### config.mk
export PLATFORM = sky130hd
export DESIGN_NAME = hierarchical_min_max_reduce_flat
export DESIGN_NICKNAME = d
export VERILOG_FILES = /design/src/rtl/hmmr_pkg.sv /design/src/rtl/hmmr_smp_if.sv /design/src/rtl/hmmr_res_if.sv /design/src/rtl/hierarchical_min_max_reduce.sv /design/src/flat_wrapper.sv
export SDC_FILE = /design/constraint.sdc
export NUM_CORES = 1
export LEC_CHECK = 0
export BUFFER_PORTS_ARGS = -buffer_cell sky130_fd_sc_hd__buf_2
export CORE_MARGIN = 5
export CORE_UTILIZATION = 51
export CTS_CLUSTER_SIZE = 28
export DETAILED_ROUTE_END_ITERATION = 8
export PLACE_DENSITY_LB_ADDON = 0.05
export RECOVER_POWER = 100
export SYNTH_ARGS = -nofsm -noshare
export SYNTH_HDL_FRONTEND = slang
export SYNTH_SLANG_ARGS = --single-unit
### constraint.sdc
create_clock -name clk -period 5.3 [get_ports clk]
set_clock_uncertainty 0.1 [all_clocks]
set_input_delay 0.265 -clock clk [delete_from_list [all_inputs] [get_ports clk]]
set_output_delay 0.265 -clock clk [all_outputs]
set_load 0.05 [all_outputs]
### src/rtl/hmmr_pkg.sv
package hmmr_pkg;

	localparam int unsigned SAMPLE_W   = 8;
	localparam int unsigned INDEX_W    = 16;
	localparam int unsigned LEVEL_W    = 2;
	localparam int unsigned SPG_W      = 11;
	localparam int unsigned GPR_W      = 9;
	localparam int unsigned RC_W       = 9;
	localparam int unsigned SCNT_W     = 10;
	localparam int unsigned GCNT_W     = 8;
	localparam int unsigned RCNT_W     = 8;
	localparam int unsigned ADDR_W     = 4;
	localparam int unsigned DATA_W     = 32;

	localparam logic [SPG_W-1:0] MAX_SAMPLES_PER_GROUP = 11'd1024;
	localparam logic [GPR_W-1:0] MAX_GROUPS_PER_REGION = 9'd256;
	localparam logic [RC_W-1:0]  MAX_REGIONS           = 9'd256;

	// register indexes (byte address = 4 * index)
	localparam logic [1:0] REG_SPG = 2'd0;
	localparam logic [1:0] REG_GPR = 2'd1;
	localparam logic [1:0] REG_RC  = 2'd2;

	// result levels
	localparam logic [LEVEL_W-1:0] LVL_LEAF   = 2'd0;
	localparam logic [LEVEL_W-1:0] LVL_REGION = 2'd1;
	localparam logic [LEVEL_W-1:0] LVL_TOTAL  = 2'd2;

	typedef struct packed {
		logic [LEVEL_W-1:0]  level;
		logic [INDEX_W-1:0]  group_index;
		logic [SAMPLE_W-1:0] min_value;
		logic [SAMPLE_W-1:0] max_value;
		logic                last;
	} res_t;

endpackage

### src/rtl/hmmr_smp_if.sv
interface hmmr_smp_if import hmmr_pkg::*; ();
	logic                valid;
	logic                ready;
	logic [SAMPLE_W-1:0] sample;

	modport source (output valid, output sample, input ready);
	modport sink   (input valid, input sample, output ready);
endinterface

### src/rtl/hmmr_res_if.sv
interface hmmr_res_if import hmmr_pkg::*; ();
	logic                valid;
	logic                ready;
	logic [LEVEL_W-1:0]  level;
	logic [INDEX_W-1:0]  group_index;
	logic [SAMPLE_W-1:0] min_value;
	logic [SAMPLE_W-1:0] max_value;
	logic                last;

	modport source (output valid, output level, output group_index, output min_value,
		output max_value, output last, input ready);
	modport sink   (input valid, input level, input group_index, input min_value,
		input max_value, input last, output ready);
endinterface

### src/rtl/hierarchical_min_max_reduce.sv
// Flow: a sample accepted is registered in stage s1; its results are then written
//   into the output queue and shown on res in order from the queue head.
// Throughput: one sample per cycle while the queue has room and each sample yields
//   at most one result; a sample closing a region or the data set gives 2 or 3 results,
//   sent one per cycle while res is ready; the single result port then sets the rate.
// Reset (arst_n low, asynchronous): counters, running min/max and 8-entry output queue
//   emptied, all three count registers back to 1.
module hierarchical_min_max_reduce import hmmr_pkg::*; (
	input  logic               clk,
	input  logic               arst_n,
	input  logic               psel,
	input  logic               penable,
	input  logic               pwrite,
	input  logic [ADDR_W-1:0]  paddr,
	input  logic [DATA_W-1:0]  pwdata,
	output logic [DATA_W-1:0]  prdata,
	output logic               pready,
	hmmr_smp_if.sink           smp,
	hmmr_res_if.source         res
);

	localparam int unsigned QDEPTH = 8;
	localparam int unsigned QPTR_W = $clog2(QDEPTH);
	localparam int unsigned QCNT_W = QPTR_W + 1;
	// room for an item in s1 and one being accepted, three results each
	localparam logic [QCNT_W-1:0] QROOM = QCNT_W'(QDEPTH - 6);

	// configuration registers
	logic [SPG_W-1:0] spg_q;
	logic [GPR_W-1:0] gpr_q;
	logic [RC_W-1:0]  rc_q;

	// input stage
	logic                valid_s1;
	logic [SAMPLE_W-1:0] sample_s1;

	// running state
	logic [SCNT_W-1:0]   scnt_q;
	logic [GCNT_W-1:0]   gcnt_q;
	logic [RCNT_W-1:0]   rcnt_q;
	logic [SAMPLE_W-1:0] gmin_q, gmax_q, rmin_q, rmax_q, tmin_q, tmax_q;

	// output queue
	res_t              queue_q [QDEPTH];
	logic [QPTR_W-1:0] wr_ptr_q, rd_ptr_q;
	logic [QCNT_W-1:0] cnt_q;

	// ---------------- APB configuration ----------------
	logic cfg_wr;
	assign cfg_wr = psel & penable & pwrite;
	assign pready = 1'b1;

	always_ff @(posedge clk or negedge arst_n) begin
		if (!arst_n) begin
			spg_q <= SPG_W'(1);
			gpr_q <= GPR_W'(1);
			rc_q  <= RC_W'(1);
		end else if (cfg_wr) begin
			case (paddr[3:2])
				REG_SPG: spg_q <= pwdata[SPG_W-1:0];
				REG_GPR: gpr_q <= pwdata[GPR_W-1:0];
				REG_RC:  rc_q  <= pwdata[RC_W-1:0];
				default: ;
			endcase
		end
	end

	always_comb begin
		case (paddr[3:2])
			REG_SPG: prdata = DATA_W'(spg_q);
			REG_GPR: prdata = DATA_W'(gpr_q);
			REG_RC:  prdata = DATA_W'(rc_q);
			default: prdata = '0;
		endcase
	end

	// zero acts as one, values beyond the limit act as the limit
	logic [SPG_W-1:0] spg;
	logic [GPR_W-1:0] gpr;
	logic [RC_W-1:0]  rc;

	always_comb begin
		spg = (spg_q == '0) ? SPG_W'(1) : (spg_q > MAX_SAMPLES_PER_GROUP) ?
			MAX_SAMPLES_PER_GROUP : spg_q;
		gpr = (gpr_q == '0) ? GPR_W'(1) : (gpr_q > MAX_GROUPS_PER_REGION) ?
			MAX_GROUPS_PER_REGION : gpr_q;
		rc  = (rc_q == '0) ? RC_W'(1) : (rc_q > MAX_REGIONS) ? MAX_REGIONS : rc_q;
	end

	// ---------------- input register ----------------
	logic smp_acc;
	assign smp.ready = (cnt_q <= QROOM);
	assign smp_acc   = smp.valid & smp.ready;

	always_ff @(posedge clk or negedge arst_n) begin
		if (!arst_n) begin
			valid_s1 <= 1'b0;
		end else begin
			valid_s1 <= smp_acc;
		end
	end

	always_ff @(posedge clk) begin
		if (smp_acc) begin
			sample_s1 <= smp.sample;
		end
	end

	// ---------------- min/max and group close logic ----------------
	logic                first_leaf, first_region, first_total;
	logic                leaf_close, region_close, total_close;
	logic [SAMPLE_W-1:0] gmin_n, gmax_n, rmin_n, rmax_n, tmin_n, tmax_n;
	logic [INDEX_W-1:0]  leaf_idx;
	logic [1:0]          nres;
	res_t                rslt [3];

	always_comb begin
		first_leaf   = (scnt_q == '0);
		first_region = first_leaf && (gcnt_q == '0);
		first_total  = first_region && (rcnt_q == '0);

		gmin_n = (first_leaf || sample_s1 < gmin_q) ? sample_s1 : gmin_q;
		gmax_n = (first_leaf || sample_s1 > gmax_q) ? sample_s1 : gmax_q;
		rmin_n = (first_region || sample_s1 < rmin_q) ? sample_s1 : rmin_q;
		rmax_n = (first_region || sample_s1 > rmax_q) ? sample_s1 : rmax_q;
		tmin_n = (first_total || sample_s1 < tmin_q) ? sample_s1 : tmin_q;
		tmax_n = (first_total || sample_s1 > tmax_q) ? sample_s1 : tmax_q;

		// a level closes once its counter reaches count - 1 (or passes it)
		leaf_close   = !(({1'b0, scnt_q} + SPG_W'(1)) < spg);
		region_close = leaf_close && !(({1'b0, gcnt_q} + GPR_W'(1)) < gpr);
		total_close  = region_close && !(({1'b0, rcnt_q} + RC_W'(1)) < rc);

		leaf_idx = INDEX_W'({8'b0, rcnt_q} * {7'b0, gpr}) + INDEX_W'(gcnt_q);

		rslt[0] = '{level: LVL_LEAF, group_index: leaf_idx, min_value: gmin_n,
			max_value: gmax_n, last: !region_close};
		rslt[1] = '{level: LVL_REGION, group_index: INDEX_W'(rcnt_q), min_value: rmin_n,
			max_value: rmax_n, last: !total_close};
		rslt[2] = '{level: LVL_TOTAL, group_index: '0, min_value: tmin_n,
			max_value: tmax_n, last: 1'b1};

		if (!valid_s1 || !leaf_close) begin
			nres = 2'd0;
		end else if (!region_close) begin
			nres = 2'd1;
		end else if (!total_close) begin
			nres = 2'd2;
		end else begin
			nres = 2'd3;
		end
	end

	always_ff @(posedge clk or negedge arst_n) begin
		if (!arst_n) begin
			scnt_q <= '0;
			gcnt_q <= '0;
			rcnt_q <= '0;
			gmin_q <= '0;
			gmax_q <= '0;
			rmin_q <= '0;
			rmax_q <= '0;
			tmin_q <= '0;
			tmax_q <= '0;
		end else if (valid_s1) begin
			gmin_q <= gmin_n;
			gmax_q <= gmax_n;
			rmin_q <= rmin_n;
			rmax_q <= rmax_n;
			tmin_q <= tmin_n;
			tmax_q <= tmax_n;
			if (!leaf_close) begin
				scnt_q <= scnt_q + SCNT_W'(1);
			end else begin
				scnt_q <= '0;
				if (!region_close) begin
					gcnt_q <= gcnt_q + GCNT_W'(1);
				end else begin
					gcnt_q <= '0;
					// end of the data set wraps everything to a fresh start
					rcnt_q <= total_close ? '0 : rcnt_q + RCNT_W'(1);
				end
			end
		end
	end

	// ---------------- output queue ----------------
	logic res_pop;
	assign res_pop   = res.valid & res.ready;
	assign res.valid = (cnt_q != '0);

	always_comb begin
		res.level       = queue_q[rd_ptr_q].level;
		res.group_index = queue_q[rd_ptr_q].group_index;
		res.min_value   = queue_q[rd_ptr_q].min_value;
		res.max_value   = queue_q[rd_ptr_q].max_value;
		res.last        = queue_q[rd_ptr_q].last;
	end

	always_ff @(posedge clk) begin
		for (int k = 0; k < 3; k++) begin
			if (2'(k) < nres) begin
				queue_q[wr_ptr_q + QPTR_W'(k)] <= rslt[k];
			end
		end
	end

	always_ff @(posedge clk or negedge arst_n) begin
		if (!arst_n) begin
			wr_ptr_q <= '0;
			rd_ptr_q <= '0;
			cnt_q    <= '0;
		end else begin
			wr_ptr_q <= wr_ptr_q + QPTR_W'(nres);
			rd_ptr_q <= rd_ptr_q + QPTR_W'(res_pop);
			cnt_q    <= cnt_q + QCNT_W'(nres) - QCNT_W'(res_pop);
		end
	end

endmodule
### src/flat_wrapper.sv
// flat-port wrapper written by rule: the top's interface ports become plain ports
module hierarchical_min_max_reduce_flat import hmmr_pkg::*;
  (clk, arst_n, psel, penable, pwrite, paddr, pwdata, prdata, pready, smp_valid, smp_sample, smp_ready, res_valid, res_level, res_group_index, res_min_value, res_max_value, res_last, res_ready);
  hmmr_smp_if smp_i ();
  hmmr_res_if res_i ();
  input  logic clk;
  input  logic arst_n;
  input  logic psel;
  input  logic penable;
  input  logic pwrite;
  input  logic [ADDR_W-1:0] paddr;
  input  logic [DATA_W-1:0] pwdata;
  output logic [DATA_W-1:0] prdata;
  output logic pready;
  input wire logic [$bits(smp_i.valid)-1:0] smp_valid;
  input wire logic [$bits(smp_i.sample)-1:0] smp_sample;
  output wire logic [$bits(smp_i.ready)-1:0] smp_ready;
  output wire logic [$bits(res_i.valid)-1:0] res_valid;
  output wire logic [$bits(res_i.level)-1:0] res_level;
  output wire logic [$bits(res_i.group_index)-1:0] res_group_index;
  output wire logic [$bits(res_i.min_value)-1:0] res_min_value;
  output wire logic [$bits(res_i.max_value)-1:0] res_max_value;
  output wire logic [$bits(res_i.last)-1:0] res_last;
  input wire logic [$bits(res_i.ready)-1:0] res_ready;
  assign smp_i.valid = smp_valid;
  assign smp_i.sample = smp_sample;
  assign smp_ready = smp_i.ready;
  assign res_valid = res_i.valid;
  assign res_level = res_i.level;
  assign res_group_index = res_i.group_index;
  assign res_min_value = res_i.min_value;
  assign res_max_value = res_i.max_value;
  assign res_last = res_i.last;
  assign res_i.ready = res_ready;
  hierarchical_min_max_reduce u_core (.clk(clk), .arst_n(arst_n), .psel(psel), .penable(penable), .pwrite(pwrite), .paddr(paddr), .pwdata(pwdata), .prdata(prdata), .pready(pready), .smp(smp_i), .res(res_i));
endmodule
* Word level (Yosys, flattened, before mapping)
Memories as Yosys holds them, arrays and structs flattened.
Index checks and enable logic that the tools add are counted.
** Operators by class
- Add/sub/neg operators :: 13
- $mul :: 1
- Order comparisons :: 16
- Equal/unequal tests :: 2
- Mux-type cells :: 25
- Bitwise logic cells :: 5
- Reductions and logical operators :: 30
** Operators with widths (number)
- two-way mux 8 bit :: 8
- two-way mux 9 bit :: 4
- case mux 11 bit (3 select lines) :: 1
- > comparator 8 bit :: 3
- less-than comparator 8 bit :: 3
- two-way mux 11 bit :: 2
- adder 8 x 1 -> 9 bit, second input constant :: 2
- > comparator 9 bit, second input constant :: 2
- logical NOT 9 bit :: 2
- less-than comparator 9 bit :: 2
- adder 16 x 8 -> 16 bit :: 1
- adder 8 x 1 -> 8 bit, second input constant :: 2
- logical NOT 8 bit :: 2
- multiplier 8 x 9 -> 16 bit :: 1
- adder 10 x 1 -> 11 bit, second input constant :: 1
- > comparator 11 bit, second input constant :: 1
- logical NOT 11 bit :: 1
- less-than comparator 11 bit :: 1
- adder 10 x 1 -> 10 bit, second input constant :: 1
- logical NOT 10 bit :: 1
- two-way mux 10 bit :: 1
- AND reduction 2 bit :: 4
- logical OR 1 bit :: 7
- two-way mux 1 bit :: 7
- 19 further kinds :: 32
** Word-level totals
- Bits in registers :: 122
- RAM bits :: 280
- Input port bits :: 51
- Output and inout port bits :: 70
- Word-level logic and storage cells :: 110
- Memories kept :: 1
** Memories
- u_core.queue_q :: depth 8, bits a word 35, read ports 1, clocked after Yosys merged registers in 0, write ports 3, RTL line hierarchical_min_max_reduce.sv:44 : res_t queue_q [QDEPTH];

* Logic depth before layout (Yosys ltp)
Gate-level depths: netlist of run 1.
- Depth in word-level cells :: 13
- Gate-level depth with buffers :: 21
- Mapped depth without buffers :: 21

* Worst setup path before layout of run 1
Ideal clock, no wire load.
- Kind :: reg2reg
- From :: register u_core.gpr_q[6]
- To :: memory u_core.queue_q[2][32] in the netlist's numbering
- Setup time :: 0.117 ns
- Arrival time :: 5.178 ns
- Data required time :: 5.083 ns
- Slack :: -0.095 ns
- Stages on the path, launching flop included :: 20
- Path buffers :: 0
- Clock period less this slack :: 5.395 ns
- Cell sequence :: dfrtp_1 nor4_4 a21oi_1 nor2_1 nand2_1 fa_1 fa_1 inv_1 fa_1 inv_1 fa_1 inv_1 ha_1 o21a_1 o31a_1 or4_1 a31o_2 o41ai_2 xnor2_1 a22o_2
** RTL lines
- start: declaration :: RTL line hierarchical_min_max_reduce.sv:30 : logic [GPR_W-1:0] gpr_q;
- start signal: assignment :: RTL line hierarchical_min_max_reduce.sv:61 : REG_GPR: gpr_q <= pwdata[GPR_W-1:0];
- end: declaration :: RTL line hierarchical_min_max_reduce.sv:44

==> results of run 1 <==
metal layers:
metal  part of all wire  vias to the layer above
met3              0.085                      277
li1                   -                     8765
met5                  0                        -
met4              0.050                        0
met1               0.39                     9746
met2               0.48                     1019
through the flow:
stage                     total power [W]  hold WS, ns  TNS (ns)
after floorplan                   0.00789       -0.131         0
after global placement            0.00934        0.330    -0.925
after detailed placement          0.00945        0.337     -2.06
after CTS                          0.0127       0.0104         0
after global routing               0.0132        0.162     -2.13
final                              0.0126        0.122         0
cell usage after synthesis (21+ instances only):
cell      instances  area, sq um
a21oi_1         117          586
a22o_1           59          517
a22oi_1          35          263
and2_1           41          257
buf_1            21         78.8
buf_2            38          190
buf_4            26          195
clkbuf_1         94          353
dfrtp_1         111         2780
dfxtp_1         152         3040
edfxtp_1        136         4080
fa_1             51         1020
ha_1            124         1550
inv_1           168          631
mux2_2           79          890
mux2i_1          46          460
mux4_2           70         1580
nand2_1         178          668
nand3_1         145          726
nor2_1          112          420
nor3_1           28          140
o21ai_0          58          290
o221ai_1        128         1120
xnor2_1          27          236
sequential cells by signal (all words and copies together), names as in the netlist, 9 cells and up:
signal / cells
u_core.rc_q: 9
u_core.gpr_q: 9
u_core.spg_q: 11
u_core.queue_q: 280
u_core.scnt_q: 10
final cells by class:
class	instances	area (sq um)	area share
Clock buffer	58	1250	0.0451
Clock inverter	26	251	0.00910
Inverter	173	649	0.0235
Multi-Input combinational cell	1558	13000	0.471
Sequential cell	402	9990	0.361
Tap cell	615	769	0.0278
Timing Repair Buffer	249	1730	0.0624
worst max-delay path, delay by kind of cell, from the launching register on:
kind / cells / cell delay, ns
AO/OA/AOI/OAI: 6 / 1.10
XOR/XNOR: 1 / 0.18
adder cells (fa/ha/maj): 5 / 2.22
buffers and inverters: 3 / 0.14
flip-flops: 1 / 0.40
AND/OR/NAND/NOR: 4 / 1.03
kinds of logic after synthesis:
kind of cell	count (synthesis)	share of synthesized area
compound gates	542	0.169
buf+inv	364	0.0651
other cells	2	0.000308
fa+ha+maj	175	0.105
flops	402	0.409
mux	195	0.120
simple gates	584	0.117
xor+xnor	40	0.0144
placed cells by master (no fill, tap or decap), types with 35 or more instances in the layout:
cell and n:
dfrtp_1 107, nand3_1 145, a22oi_1 35, mux2i_1 46, inv_1 166, buf_2 42
o21ai_0 58, mux2_2 68, buf_4 140, dfxtp_1 152, fa_1 51, o221ai_1 129
a22o_1 59, and2_1 40, ha_1 123, edfxtp_1 136, nor2_1 110, a21oi_1 116
clkbuf_16 46, mux4_2 70, clkbuf_1 48, nand2_1 178
power by group through the flow:
stage	logic [W]	registers (W)	clock network [W]
2_1_floorplan	0.00403	0.00386	0
3_3_place_gp	0.00508	0.00426	0
3_5_place_dp	0.00518	0.00427	0
4_1_cts	0.00522	0.00421	0.00324
5_1_grt	0.00558	0.00428	0.00338
6_report	0.00519	0.00422	0.00320
final timing paths:
path | from | end | slack (ns) | cells after the start
min | smp_valid | u_core.valid_s1 | 0.12 | 2
min reg2reg | u_core.queue_q[7][24] | u_core.queue_q[7][24] | 0.35 | 1
max | u_core.gpr_q[1] | u_core.queue_q[2][32] | 0.04 | 19
min in group asynchronous | arst_n | u_core.rc_q[2] | 1.38 | 2
max reg2reg | u_core.gpr_q[1] | u_core.queue_q[2][32] | 0.04 | 19
max in group asynchronous | arst_n | u_core.gcnt_q[4] | 0.95 | 3
timing repair:
action	in CTS	in global routing
hold endpoints to repair	100	0
gates cloned	0	0
buffers inserted	2	0
pin swaps	5	10
setup endpoints to repair	16	38
hold buffers	21	0
gates resized for setup	2	11
==> summary.md, run 1 <==
| Metric | Value |
|---|---|
| Status | `finished with violations` |
| Failing checks | `capacitance limit, slew limit` |
| Sequential share of the synthesized area | `0.409` |
| Htree depth | `2` |
| CTS Root Cell | `clkbuf_16` |
| Area grow syn2layout | `13.3%` |
| GP Congestion | `approximately 0.9` |
| Die height | `about 230 microns` |
| RSZ-0062 raised after global routing | `yes` |
| Final Util | `0.581` |
| Peak Freq | `roughly 190 MHz` |
| Crit path top cell by count | `fa_1` |
| Initial DRC count | `around 2300` |
| Top FF cell, synth | `dfxtp_1` |
| Total clock buffers created by CTS | `between 40 and 50` |
| PD cells | `approximately 460 nW/um^2` |
| Final hold violation count | `0` |
| Initial Util | `0.513` |
| Ant diodes | `0` |
| Crit end category | `register` |
| Post-route cell area | `27600 sq um` |
| Clock network power share | `0.254` |
| Crit path cell chain | `nor4_4 -> a21oi_2 -> nor2_2 -> nand2_1 -> fa_1 -> fa_1 -> inv_2 -> fa_1 -> inv_1 -> fa_1 -> inv_2 -> ha_4 -> o21a_1 -> o31a_1 -> or4_4 -> a31o_4 -> o41ai_4 -> xnor2_2 -> a22o_2` |
| Max stage delay on crit path | `0.52 ns` |
| Num rows | `80` |
| FILL cells | `about 4100` |
| First-pass iteration count of the detailed router | `6` |
| Vias in the first global route | `around 20000` |
| Critical path type | `register to register` |
| Grt met3 use | `0.0520` |
| Residual DRC | `0` |
| WL final | `79400 microns` |
| EDFF count, synth | `136` |
| DIE AREA | `~52000 sq um` |
| All-layer global routing usage | `0.297` |
| Post-detail-place hpwl | `53600 microns` |
| WL/cell | `25.8 microns` |
| Final period util | `0.992` |
| Max-cap viol count | `3` |
| FFs w/ async S/R, synth | `0.284` |
| Leak pwr | `between 10 and 15 nW` |
| Placed inst area | `approximately 26000 sq um` |
| Core ar. | `between 40000 and 50000 sq um` |
| Mapped Area | `~24000 sq um` |
| Pins Over Slew Limit | `132` |
| Warnings, synthesis | `0` |
| Layout cells sized above 1 | `0.195` |
| Met2 usage | `0.494` |
| First-pass GRT wire length | `between 100000 and 150000 microns` |
| IO Pins | `121` |
| Mean Syn Cell Area | `between 10 and 15 sq um` |
| Clk_lat worst skew | `between 0.5 and 0.6 ns` |
| Final WS setup | `about 0.044 ns` |
| Largest net degree at the start of global routing | `95` |
| Final setup fails | `0` |
| GRT overflow | `0` |
| Filler-free cell count of the finished design | `around 3100` |
| Rel. slew slack | `-1.44` |
| Detail Route Antenna Nets | `0` |
| Avg Vias per Cell | `about 6.4` |
| DR vias | `around 20000` |
| Syn Inst Count | `2304` |
| Nets | `around 2700` |
| Critical Path Source Type | `register` |
| Met1 Use GR | `0.386` |
| Bufs on Longest Clock Path | `3` |
| Seq cells post-synth | `around 400` |
| Internal | `between 0.007 and 0.008 W` |
| TritonCTS clock tree | `built` |
| Crit path time final | `about 5.3 ns` |
| Antenna violations before repair | `0` |
| Switch Pwr | `about 0.0053 W` |
| Worst-Margin Slew | `roughly 3.7 ns` |
| Net Sw Frac | `0.424` |
| GR peak layer | `met2` |
| Dpl cells | `2974` |
| WP data required | `around 5.7 ns` |
| DIE WIDTH | `approximately 230 microns` |
| Clock Pin Slew Worst Setup and Hold Paths | `0.06 ns` |
| Class of the worst hold path | `input port to register` |
| Seq pwr share | `0.335` |
| CTS sink count | `402` |
| Buffers on Ports | `75` |
| CP max FO | `8` |
| Slowest-stage cell, CP | `fa_1` |
| Worst VDD drop | `~0.33 mV` |
| Cell variety after synth | `between 90 and 100` |
| Combinational Power Share | `0.411` |
| Pre-CTS setup slack | `-0.202 ns` |
| Critical Path AT | `5.63 ns` |
Power figures use the tool's default switching activity.
==> run 2: changes to the inputs <==
==> constraint.sdc (replaced) <==
create_clock -name clk -period 6.78 [get_ports clk]
set_clock_uncertainty 0.1 [all_clocks]
set_input_delay 0.339 -clock clk [delete_from_list [all_inputs] [get_ports clk]]
set_output_delay 0.339 -clock clk [all_outputs]
set_load 0.05 [all_outputs]
==> summary.md, run 2 (synthesis gave the netlist of run 1 again) <==
| Metric | Value |
|---|---|
| Grt met3 use | `0.0600 (+0.00795)` |
| Clk_lat worst skew | `0.58 ns (about the same)` |
| Num rows | `80 (unchanged)` |
| R2r setup slk | `0.53 ns (+0.49 ns)` |
| Worst VDD drop | `0.230 mV (-29%)` |
| Max-cap viol count | `8 (+5)` |
| WL final | `77400 microns (-2.5%)` |
| Total clock buffers created by CTS | `46 (unchanged)` |
| First-pass iteration count of the detailed router | `5 (-1)` |
| Buffers on Ports | `75 (unchanged)` |
| Max stage delay on crit path | `1.44 ns (+0.92 ns)` |
| Critical Path AT | `6.35 ns (+0.72 ns)` |
| Dpl cells | `2888 (-2.9%)` |
| PD cells | `362 nW/um^2 (-21%)` |
| Detail Route Antenna Nets | `0 (unchanged)` |
| Met1 Use GR | `0.388 (+0.00186)` |
| Reg with most FFs | `u_core.queue_q` |
| Failing checks | `capacitance limit, slew limit` |
| Crit path top cell by count | `nand3_1` |
| Commonest non-fill, non-tap cell in the layout | `nand2_1` |
| RSZ-0062 raised after global routing | `no` |
| Post-detail-place hpwl | `49200 microns (-8.3%)` |
| Antenna violations before repair | `0 (unchanged)` |
| Critical Path Source Type | `register` |
| Final Power | `0.00966 W (-23%)` |
| GP Congestion | `0.866 (-2.2%)` |
| Post-CTS Setup Repair Bufs | `0 (-2)` |
| Ant diodes | `0 (unchanged)` |
| WP data required | `6.87 ns (+1.20 ns)` |
| Worst reg-to-reg path cell count | `12 (-7)` |
| All-layer global routing usage | `0.289 (-0.00830)` |
| FILL cells | `4105 (+1.0%)` |
| Met2 usage | `0.456 (-0.0381)` |
| CP delay by family, top | `simple AND/OR/NAND/NOR gates` |
| Class of the worst hold path | `input port to register` |
| Top flop regs | `u_core.queue_q (280), u_core.spg_q (11), u_core.scnt_q (10)` |
| Reg2reg start | `u_core.scnt_q[2]` |
| GRT overflow | `0 (unchanged)` |
| Rel. slew slack | `-0.893 (+0.542)` |
| Worst R2R End | `u_core.queue_q[6][6]` |
| Slowest-stage cell, CP | `a31oi_1` |
| Max reg flops | `280 (unchanged)` |
| Filler-free cell count of the finished design | `2993 (-2.9%)` |
| Area grow syn2layout | `9.25%` |
| GR peak layer | `met2` |
| Vias in the first global route | `19500 (-2.0%)` |
| Post-route cell area | `26700 sq um (-3.6%)` |
| Min-delay src | `res_ready` |
| Htree depth | `2 (unchanged)` |
| Hold-critical path endpoint | `u_core.rd_ptr_q[0]` |
| DIE WIDTH | `229 microns (unchanged)` |
| Final period util | `0.922 (-0.0698)` |
| Crit path time final | `6.25 ns (+0.994 ns)` |
| Final setup fails | `0 (unchanged)` |
| Hold path depth | `3 (+1)` |
| Bufs on Longest Clock Path | `3 (unchanged)` |
| CP max FO | `19 (+11)` |
| Status | `finished with violations` |
| Final hold violation count | `0 (unchanged)` |
| Worst path bufs/invs | `1 (-2)` |
| Leak pwr | `10.9 nW (-5.3%)` |
| Initial Util | `0.513 (unchanged)` |
| WL/cell | `25.9 microns (+0.35%)` |
| Pre-CTS setup slack | `1.00 ns (+1.20 ns)` |
| Avg Vias per Cell | `6.51 (+1.3%)` |
| DIE AREA | `52300 sq um (unchanged)` |
| Crit end category | `register` |
| Peak Freq | `160 MHz (-16%)` |
| Clock Pin Slew Worst Setup and Hold Paths | `0.06 ns (about the same)` |
| Crit path cell chain | `nand3_1 -> nor3_1 -> nand3_1 -> xnor2_1 -> ha_1 -> nand3_1 -> nor3_1 -> a221oi_1 -> a31oi_1 -> and4_1 -> a211oi_4 -> inv_1` |
| Final WS setup | `0.530 ns (+0.486 ns)` |
| Most frequent cells in the layout | `nand2_1 (180), inv_1 (169), dfxtp_1 (152), nand3_1 (145), edfxtp_1 (136)` |
| Reg area | `9990 sq um (about the same)` |
| Nets | `2567 (-3.4%)` |
| Layout cells sized above 1 | `0.138 (-0.0567)` |
| First-pass GRT wire length | `118000 microns (-2.1%)` |
| Die height | `229 microns (unchanged)` |
| CTS Root Cell | `clkbuf_16` |
| Largest net degree at the start of global routing | `80 (-16%)` |
| Critical path type | `register to register` |
| Residual DRC | `0 (unchanged)` |
| CTS sink count | `402 (unchanged)` |
| Core ar. | `47500 sq um (unchanged)` |
| DR vias | `19500 (-1.6%)` |
| Placed inst area | `25200 sq um (-2.9%)` |
| Worst-Margin Slew | `2.80 ns (-0.848 ns)` |
| Initial DRC count | `2222 (-4.9%)` |
| Setup tns final | `0 ns (unchanged)` |
| Area of the multi-input gates | `12800 sq um (-1.7%)` |
| IO Pins | `121 (unchanged)` |
| Pins Over Slew Limit | `262 (+98%)` |
| TritonCTS clock tree | `built` |
-- run 2: changes by cell type in the layout (fill, tap and decap cells not counted), moves of 6 or more --
cell / change
buf_2: -17
buf_4: -96
clkbuf_1: +17
clkbuf_2: +10
clkinv_1: +6
-- run 2: through the flow --
stage                     utilization  hold slack (ns)
final                           0.561           0.0511
after global routing            0.561           0.0640
after CTS                       0.567           0.0365
after detailed placement        0.530            0.286
after global placement          0.530            0.288
after floorplan                     -          -0.0566
-- run 2: layout make-up --
type,count,area share
sequential,402,0.375
clock buffer,55,0.0467
inverter,173,0.0244
clock inverter,30,0.0107
tap,615,0.0289
multi-input combinational,1558,0.479
timing repair buffer,160,0.0351
-- run 2: worst max-delay path by stage --
stage	start	endpoint	slack, ns	cells past startpoint
CTS	u_core.gpr_q[6]	u_core.queue_q[2][32]	0.96	20
global route	u_core.scnt_q[2]	u_core.queue_q[6][11]	0.35	12
global placement	u_core.gpr_q[6]	u_core.queue_q[2][32]	1.02	20
finish	u_core.scnt_q[2]	u_core.queue_q[6][6]	0.53	12
detailed placement	u_core.gpr_q[6]	u_core.queue_q[2][32]	1.00	20
floorplan	u_core.gpr_q[6]	u_core.queue_q[2][32]	1.38	19
-- run 2: what timing repair did --
| action | 4_1_cts | 5_1_grt |
|---|---|---|
| hold endpoints to repair | 78 | 0 |
| resized for setup | 0 | 0 |
| endpoints found under the setup margin | 0 | 0 |
| hold buffers | 20 | 0 |
-- run 2: worst register-to-register path, cell delays in order (launching register included) --
cell and delay, ns:
dfrtp_1 0.44, nand3_1 0.11, nor3_1 0.51, nand3_1 0.17, xnor2_1 0.21, ha_1 0.32
nand3_1 0.09, nor3_1 0.40, a221oi_1 0.31, a31oi_1 1.44, and4_1 0.90, a211oi_4 0.09
inv_1 0.77
-- run 2: metal layers --
| layer | vias up | part of all wire | routed length, microns |
|---|---|---|---|
| met5 | - | 0 | 0 |
| li1 | 8595 | - | - |
| met2 | 1052 | 0.45 | 35100 |
| met4 | 0 | 0.049 | 3830 |
| met3 | 249 | 0.095 | 7330 |
| met1 | 9586 | 0.40 | 31100 |
-- run 2: report_power, final --
part	switching, W	internal, W	total, W
Sequential	0.000415	0.00281	0.00322
Clock	0.00104	0.00150	0.00254
Combinational	0.00258	0.00132	0.00389
